**src/skng_pkg.sv**
```systemverilog
// Shared types, constants and codes of the symmetric kNN graph builder.
`default_nettype none

package skng_pkg;

   localparam int VERTICES   = 64;
   localparam int VTX_BITS   = $clog2(VERTICES);
   localparam int COORD_BITS = 16;
   localparam int CFG_BITS   = 6;
   localparam int SQ_BITS    = 2 * COORD_BITS;
   localparam int S_BITS     = 2 * COORD_BITS + 1;
   localparam int ROOT_BITS  = COORD_BITS + 1;
   localparam int ISQ_BITS   = 2 * ROOT_BITS;
   localparam int PT_BITS    = 2 * COORD_BITS;

   localparam logic [1:0] OP_LOAD  = 2'd0;
   localparam logic [1:0] OP_BUILD = 2'd1;
   localparam logic [1:0] OP_QUERY = 2'd2;

   localparam logic [1:0] CSR_CLIENT_COUNT   = 2'd0;
   localparam logic [1:0] CSR_NEIGHBOR_COUNT = 2'd1;
   localparam logic [1:0] CSR_ROUND          = 2'd2;

   typedef struct packed {
      logic [1:0]             opcode;
      logic [5:0]             vertex;
      logic signed [15:0]     coord_x;
      logic signed [15:0]     coord_y;
   } req_type;

   typedef struct packed {
      logic [5:0] neighbor;
      logic       has_neighbor;
      logic       last;
   } rsp_type;

   typedef enum logic [4:0] {
      ST_IDLE, ST_B_START, ST_B_CLIENT, ST_B_CLIENT_W,
      ST_K_RD, ST_K_ABS, ST_K_MUL, ST_K_SUM, ST_K_ROOT, ST_K_SQRT, ST_K_WR,
      ST_P_START, ST_P_SCAN, ST_P_RD, ST_P_CMP, ST_P_END, ST_ROW_WR,
      ST_Q_START, ST_Q_ROW, ST_Q_RD, ST_Q_COL, ST_Q_EMIT
   } state_type;

   typedef struct packed {
      logic load;
      logic build_init;
      logic client_sel;
      logic pick_row_clr;
      logic client_cap;
      logic j_one;
      logic j_inc;
      logic key_abs;
      logic key_mul;
      logic key_sum;
      logic sqrt_start;
      logic key_wr;
      logic p_clr;
      logic scan_clr;
      logic pick_cmp;
      logic pick_take;
      logic row_wr;
      logic i_inc;
      logic v_cap;
      logic map_sel_v;
      logic qrow_cap;
      logic col_cap;
      logic e_clr;
      logic e_inc;
      logic emit_hit;
      logic emit_empty;
   } cmd_type;

   typedef struct packed {
      logic cc_zero;
      logic round;
      logic j_is_n;
      logic j_is_last;
      logic i_is_n;
      logic picks_zero;
      logic p_last;
      logic found;
      logic sqrt_done;
      logic qrow_zero;
      logic qbit;
      logic q_last;
      logic out_free;
   } sts_type;

endpackage

`default_nettype wire

```
**src/skng_ctrl.sv**
```systemverilog
// Sequencer for load, build and query commands.
`default_nettype none

module skng_ctrl import skng_pkg::*; (
   input  wire logic       clock,
   input  wire logic       reset,
   input  wire logic       req_valid,
   input  wire logic [1:0] req_opcode,
   output logic            req_stall,
   output cmd_type         cmd,
   input  wire sts_type    sts
);

   state_type state_ff, state_in;
   logic      accept;

   assign req_stall = (state_ff != ST_IDLE);
   assign accept    = req_valid && !req_stall;

   always_ff @(posedge clock) begin
      if (reset) begin
         state_ff <= ST_IDLE;
      end else begin
         state_ff <= state_in;
      end
   end

   always_comb begin
      state_in = state_ff;
      cmd      = '0;
      case (state_ff)
         ST_IDLE: begin
            if (accept) begin
               case (req_opcode)
                  OP_LOAD:  cmd.load = 1'b1;
                  OP_BUILD: state_in = ST_B_START;
                  OP_QUERY: begin
                     cmd.v_cap = 1'b1;
                     state_in  = ST_Q_START;
                  end
                  default: ;
               endcase
            end
         end
         ST_B_START: begin
            cmd.build_init = 1'b1;
            state_in = sts.cc_zero ? ST_IDLE : ST_B_CLIENT;
         end
         ST_B_CLIENT: begin
            cmd.client_sel   = 1'b1;
            cmd.pick_row_clr = 1'b1;
            state_in = ST_B_CLIENT_W;
         end
         ST_B_CLIENT_W: begin
            cmd.client_cap = 1'b1;
            cmd.j_one      = 1'b1;
            state_in = ST_K_RD;
         end
         ST_K_RD:  state_in = ST_K_ABS;
         ST_K_ABS: begin
            cmd.key_abs = 1'b1;
            state_in = ST_K_MUL;
         end
         ST_K_MUL: begin
            cmd.key_mul = 1'b1;
            state_in = ST_K_SUM;
         end
         ST_K_SUM: begin
            cmd.key_sum = 1'b1;
            state_in = sts.round ? ST_K_ROOT : ST_K_WR;
         end
         ST_K_ROOT: begin
            cmd.sqrt_start = 1'b1;
            state_in = ST_K_SQRT;
         end
         ST_K_SQRT: begin
            if (sts.sqrt_done) begin
               state_in = ST_K_WR;
            end
         end
         ST_K_WR: begin
            cmd.key_wr = 1'b1;
            if (sts.j_is_n) begin
               state_in = ST_P_START;
            end else begin
               cmd.j_inc = 1'b1;
               state_in = ST_K_RD;
            end
         end
         ST_P_START: begin
            cmd.p_clr = 1'b1;
            state_in = sts.picks_zero ? ST_ROW_WR : ST_P_SCAN;
         end
         ST_P_SCAN: begin
            cmd.j_one    = 1'b1;
            cmd.scan_clr = 1'b1;
            state_in = ST_P_RD;
         end
         ST_P_RD: state_in = ST_P_CMP;
         ST_P_CMP: begin
            cmd.pick_cmp = 1'b1;
            if (sts.j_is_n) begin
               state_in = ST_P_END;
            end else begin
               cmd.j_inc = 1'b1;
               state_in = ST_P_RD;
            end
         end
         ST_P_END: begin
            cmd.pick_take = sts.found;
            state_in = (!sts.found || sts.p_last) ? ST_ROW_WR : ST_P_SCAN;
         end
         ST_ROW_WR: begin
            cmd.row_wr = 1'b1;
            if (sts.i_is_n) begin
               state_in = ST_IDLE;
            end else begin
               cmd.i_inc = 1'b1;
               state_in = ST_B_CLIENT;
            end
         end
         ST_Q_START: begin
            cmd.map_sel_v = 1'b1;
            state_in = ST_Q_ROW;
         end
         ST_Q_ROW: begin
            cmd.qrow_cap = 1'b1;
            state_in = ST_Q_RD;
         end
         ST_Q_RD: state_in = ST_Q_COL;
         ST_Q_COL: begin
            cmd.col_cap = 1'b1;
            if (sts.j_is_last) begin
               cmd.e_clr = 1'b1;
               state_in = ST_Q_EMIT;
            end else begin
               cmd.j_inc = 1'b1;
               state_in = ST_Q_RD;
            end
         end
         ST_Q_EMIT: begin
            if (sts.qrow_zero) begin
               if (sts.out_free) begin
                  cmd.emit_empty = 1'b1;
                  state_in = ST_IDLE;
               end
            end else if (!sts.qbit) begin
               cmd.e_inc = 1'b1;
            end else if (sts.out_free) begin
               cmd.emit_hit = 1'b1;
               cmd.e_inc    = 1'b1;
               if (sts.q_last) begin
                  state_in = ST_IDLE;
               end
            end
         end
         default: state_in = ST_IDLE;
      endcase
   end

endmodule

`default_nettype wire

```
**config.mk**
```make
export PLATFORM = sky130hd
export DESIGN_NAME = skng_ctrl
export DESIGN_NICKNAME = d
export VERILOG_FILES = /design/src/skng_pkg.sv /design/src/skng_ctrl.sv
export SDC_FILE = /design/constraint.sdc
export NUM_CORES = 1
export LEC_CHECK = 0
export BUFFER_PORTS_ARGS = -buffer_cell sky130_fd_sc_hd__buf_2
export CAP_MARGIN = 10
export CELL_PAD_IN_SITES_DETAIL_PLACEMENT = 0
export CELL_PAD_IN_SITES_GLOBAL_PLACEMENT = 1
export CORE_ASPECT_RATIO = 1.5
export CORE_MARGIN = 5
export CORE_UTILIZATION = 26
export CTS_CLUSTER_DIAMETER = 50
export DETAILED_ROUTE_END_ITERATION = 6
export GPL_TIMING_DRIVEN = 0
export PLACE_DENSITY_LB_ADDON = 0.1
export SYNTH_ARGS = -nofsm -noshare
export SYNTH_HDL_FRONTEND = slang
export SYNTH_SLANG_ARGS = --single-unit
```
**constraint.sdc**
```tcl
create_clock -name clock -period 1.35 [get_ports clock]
set_input_delay 0 -clock clock [delete_from_list [all_inputs] [get_ports clock]]
set_output_delay 0 -clock clock [all_outputs]
set_load 0.01 [all_outputs]
```
; Yosys cells after proc, flatten, opt, wreduce, memory -nomap -nowiden
; Index checks and enable logic that the tools add are counted.
[word_totals]
regBits = 5
out_inout_bits = 27
elab_cells = 93
input_bits = 18
[op_classes]
eq_ne = 30
n_reduce_logical = 10
n_mux = 52
[op_table]
columns = cell, n
row1 = $pmux W5 S22, 1
row2 = $mux W5, 9
row3 = $eq A5 B4 Y1 const B, 8
row4 = $eq A5 B5 Y1 const B, 6
row5 = $mux W1, 28
row6 = $eq A5 B3 Y1 const B, 4
row7 = $mux W2, 9
row8 = $ne A3 B3 Y1 const B, 4
row9 = $eq A5 B2 Y1 const B, 2
row10 = $pmux W5 S2, 1
row11 = $reduce_and A7 Y1, 1
row12 = $mux W3, 2
row13 = $eq A5 B1 Y1 const B, 1
row14 = $logic_not A5 Y1, 1
row15 = $reduce_bool A5 Y1, 1
row16 = $mux W4, 1
row17 = $ne A2 B2 Y1 const B, 2
row18 = $reduce_or A2 Y1, 2
row19 = $ne A3 B1 Y1 const B, 1
row20 = $eq A2 B1 Y1 const B, 1
row21 = $eq A2 B2 Y1 const B, 1
row22 = $logic_not A1 Y1, 2
row23 = $logic_not A2 Y1, 1
row24 = $pmux W1 S2, 1
row25 = 2 further kinds, 2

; Depth between registers and ports, before layout
[depth]
depth_word = 5
mapped_depth = 6
depth_no_buf = 6

; Worst setup path after synthesis
; No wires, ideal clock.
[synth_timing]
kind = flip-flop to output port
from = reg state_ff[0]
to = out cmd[23] (netlist name)
setup_slack_ps = -128
arrival_time_ps = 1478
required_ps = 1350
path_buffers = 3
stages_incl_launch_ff = 6
cell_sequence = dfxtp_1 buf_6 buf_2 or3_1 nor3_1 buf_4
[synth_rtl]
columns = element, line
row1 = from (decl), skng_ctrl.sv:14  ; state_type state_ff, state_in;
row2 = from (signal assigned), skng_ctrl.sv:24  ; state_ff <= state_in;
row3 = to (decl), skng_ctrl.sv:10  ; output cmd_type cmd,

; Final worst setup path
[layout_timing]
from = reg state_ff[2]
to = reg state_ff[1]
[layout_between]
elab_chain_cells = 5
word_cells_on_any_way = 34
classes_between = eq/ne: 28 / mux: 1 / reduce/logical: 5
[layout_lines]
columns = element, line
row1 = $reduce_bool A5 Y1, skng_ctrl.sv:17  ; assign req_stall = (state_ff != ST_IDLE);
row2 = $logic_not A1 Y1, skng_ctrl.sv:18  ; assign accept = req_valid && !req_stall;
row3 = $logic_and A1 B1 Y1, skng_ctrl.sv:18
row4 = $ne A2 B2 Y1 (no line), n/a
row5 = $reduce_and A7 Y1 (no line), n/a
; Parallel ways exist; a longest one is shown, timed or not.
; A chain may end at the register's enable or synchronous reset.

==> results.md <==
- Root Buffer: clkbuf_8
- Final WS setup: -0.201 ns
- Antenna diodes: 0
- First-pass GRT wire length: around 4900 um
- Pwr Density: around 640 nW/um2
- DRT iter0 DRCs: 33
- Distinct cells, synth: 41
- WHS Endpoint: state_ff[2]
- Final Hold Fails: 0
- Die height: between 70 and 80 um
- Crit Path Max Fanout: 10
- Layout area overhead: 89.0%
- Layout fillers: 319
- Residual DRC count: 0
- Setup TNS: -2.79 ns
- Worst Reg-to-Reg Cells: 4
- Inst Count DP: 204
- Routed vias/inst: 5.07
- Mapped cell area: 793 um2
- Critical path launch point type: register
- Rows: 24
- Reg2Reg Setup Slack: -0.20 ns
- Clock latency reported for the late side of the worst-skew pair: 0.22 ns
- Worst path required time: 1.45 ns
- FF-to-FF End: state_ff[1]
- Avg Cell Area, Syn: 6.56 um2
- Syn Nets: 141
- HP Start: reset
- Syn Inst Count: 121
- FMAX: 0.645 GHz
- Regs by FF count: state_ff x5
- Initial antenna violation count: 0
- Largest register by flop count: state_ff
- Top cell type's share of synthesized area: 12.6%
- CTS Hold Buffers Added: 0
- Met2 GRT Util: 23.9%
- WHS Path Cells: 2
- Clock-pin slew on the worst setup and hold paths: 0.03 ns
- Ranking of synthesized cells by area: dfxtp_1 13%, nor2_1 8.5%, nand2_1 5.2%
- Crit Path Category: register to register
- Largest net degree at the start of global routing: 11
- Core area: a little under 3000 um2
- Synth Register Bits: 5
- Clock Sinks: 5
- Max reg flops: 5
- Final setup violation count: 23
- Vias in the first global route: 1089
- GRT Total Usage: 15.1%
- Worst slew margin: between 70 and 80%
- CTS tree: built
- Top_reg_cell synth: dfxtp_1
- Total congestion overflow: 0
- Reg-to-reg critical path startpoint: state_ff[2]
- Async S/R FF share, synth: 0%
- Vias: 1130
- Layout cells sized above 1: approximately three fifths
- VDD IR max: 0.430 mV
- CTS buffer count: 3
- EDFF count, synth: 0
- Outcome: finished with violations
- Quantity of I/O buffers inserted on ports: 44
- Hold Crit Class: input port to register
- Leakage: 0.000687 uW
- Clk_skew: between 0.0008 and 0.0009 ns
- GRT met1 Usage: 20.1%
- Pins over their slew limit: 0
- I/O pins: 45
- Critical path data arrival time: 1.65 ns
- Layer with the highest usage: met2
- Final cell count without fillers: approximately 220
- Clock Path Buffers: 2
- Met3 Use GR: 3.45%
- Die X: around 55 um
- Routed Antenna Nets: 0
- Unrepaired setup endpoints after global routing: yes
- Gpl congestion: ~0.86
- CP Capture Type: register
- First-pass DRT Iterations: 4
- Least-Margin Pin Slew: 0.348 ns
- Detail Placement HPWL: 2420 um
- H-tree level count: 1
- Starting density of the core: 27.2%
- Sequential cell area fraction in the yosys report: about 13%
- Routed length per instance: 14.6 um
- Die area: 4280 um2
- Period minus WS final: 1.55 ns
- Yosys top cell by area: dfxtp_1
- Fin nets: 205
- Syn. warnings: 0
- Tcrit/Tclk final: 115%
- Overall routed net length: 3250 um
- Failing checks: negative setup slack
- Max-Cap Viols: 0
## worst max path at each step
stage	endpoint	slack (ns)	from	cells past startpoint
after floorplan	state_ff[4]	-0.02	state_ff[4]	5
after global placement	state_ff[4]	-0.19	state_ff[3]	5
after detailed placement	state_ff[0]	-0.20	state_ff[3]	5
after CTS	cmd[23]	-0.20	state_ff[0]	6
after global routing	cmd[1]	-0.25	state_ff[0]	5
final	state_ff[1]	-0.20	state_ff[2]	4
## layer usage
| metal | up-vias | routed length (um) |
|---|---|---|
| met5 | - | 0 |
| met4 | 0 | 39 |
| met3 | 4 | 194 |
| met2 | 45 | 1600 |
| met1 | 522 | 1420 |
| li1 | 559 | - |
## report_power, final
group / total, uW / internal, uW / switching, uW
Sequential: 170 / 159 / 11.5
Combinational: 527 / 268 / 258
Clock: 269 / 202 / 67.0
Total: 966 / 629 / 337
## placed cells by master (no fill, tap or decap), types with 2 or more instances in the layout
cell type and count:
a21oi_1 4, a311oi_1 3, a31oi_1 2, a32oi_2 2, and3_1 4, buf_2 38, buf_4 12, buf_6 17
buf_8 2, clkbuf_8 3, dfxtp_2 3, ha_1 2, inv_1 6, inv_2 4, nand2_1 9, nand2_2 2
nand2b_1 3, nand3_1 4, nor2_1 11, nor2_2 4, nor2_4 4, nor3_2 4, nor3_4 2, o21ai_0 4
o21ai_1 2, o2bb2ai_1 2, o32ai_2 2, or3_4 2, or4b_4 2
## what timing repair did
action,in CTS,in global routing
pin swaps,12,9
endpoints found under the setup margin,29,25
gates resized for setup,28,43
setup buffers,10,6
## layout make-up
cell class                 instances  area [um2]  area share (%)
buffer                             9        95.1            6.34
clock buffer                       4        45.0            3.01
inverter                          10        37.5            2.50
multi-input combinational         96         758            50.6
sequential                         5         108            7.18
tap                               39        48.8            3.26
timing repair buffer              60         407            27.1
## synth_stat cells, types with 2 or more instances
library cell / instances
dfxtp_1: 5
nor3_1: 7
and3_1: 5
a31oi_1: 2
nor2_1: 18
inv_1: 10
buf_6: 2
o2bb2ai_1: 2
or4b_1: 2
nand2_1: 11
a32oi_1: 2
and2_1: 2
nand2b_1: 4
buf_2: 6
o2111ai_1: 2
a21oi_1: 5
nand3_1: 4
o21ai_0: 6
a311oi_1: 3
ha_1: 2
## critical path: stages (launching register included)
cell     delay, ns
dfxtp_2       0.41
buf_2         0.33
mux2i_1       0.27
nand3_1       0.10
a41oi_1       0.31
## metrics by stage
| stage | instance area (um2) | utilization (%) | total power (uW) | hold slack (ns) | worst slack [ns] |
|---|---|---|---|---|---|
| 2_1_floorplan | 805 | - | 376 | 0.0544 | -0.0166 |
| 3_3_place_gp | 1070 | 36.9 | 488 | 0.251 | -0.185 |
| 3_5_place_dp | 1070 | 36.9 | 492 | 0.251 | -0.197 |
| 4_1_cts | 1300 | 44.5 | 882 | 0.0188 | -0.203 |
| 5_1_grt | 1500 | 51.5 | 1030 | 0.0227 | -0.246 |
| 6_report | 1500 | 51.5 | 966 | 0.0188 | -0.201 |
## kinds of logic (layout without fill, tap and decap cells)
logic type / after synthesis / in the layout / share of synthesized area, %
AO/OA/AOI/OAI: 29 / 29 / 27.3
XOR/XNOR: 1 / 1 / 1.10
adder cells (fa/ha/maj): 2 / 2 / 3.15
buffers and inverters: 20 / 83 / 12.8
flip-flops: 5 / 5 / 12.6
multiplexers: 1 / 1 / 1.26
AND/OR/NAND/NOR: 63 / 63 / 41.8
(Power assumes the default switching activity.)
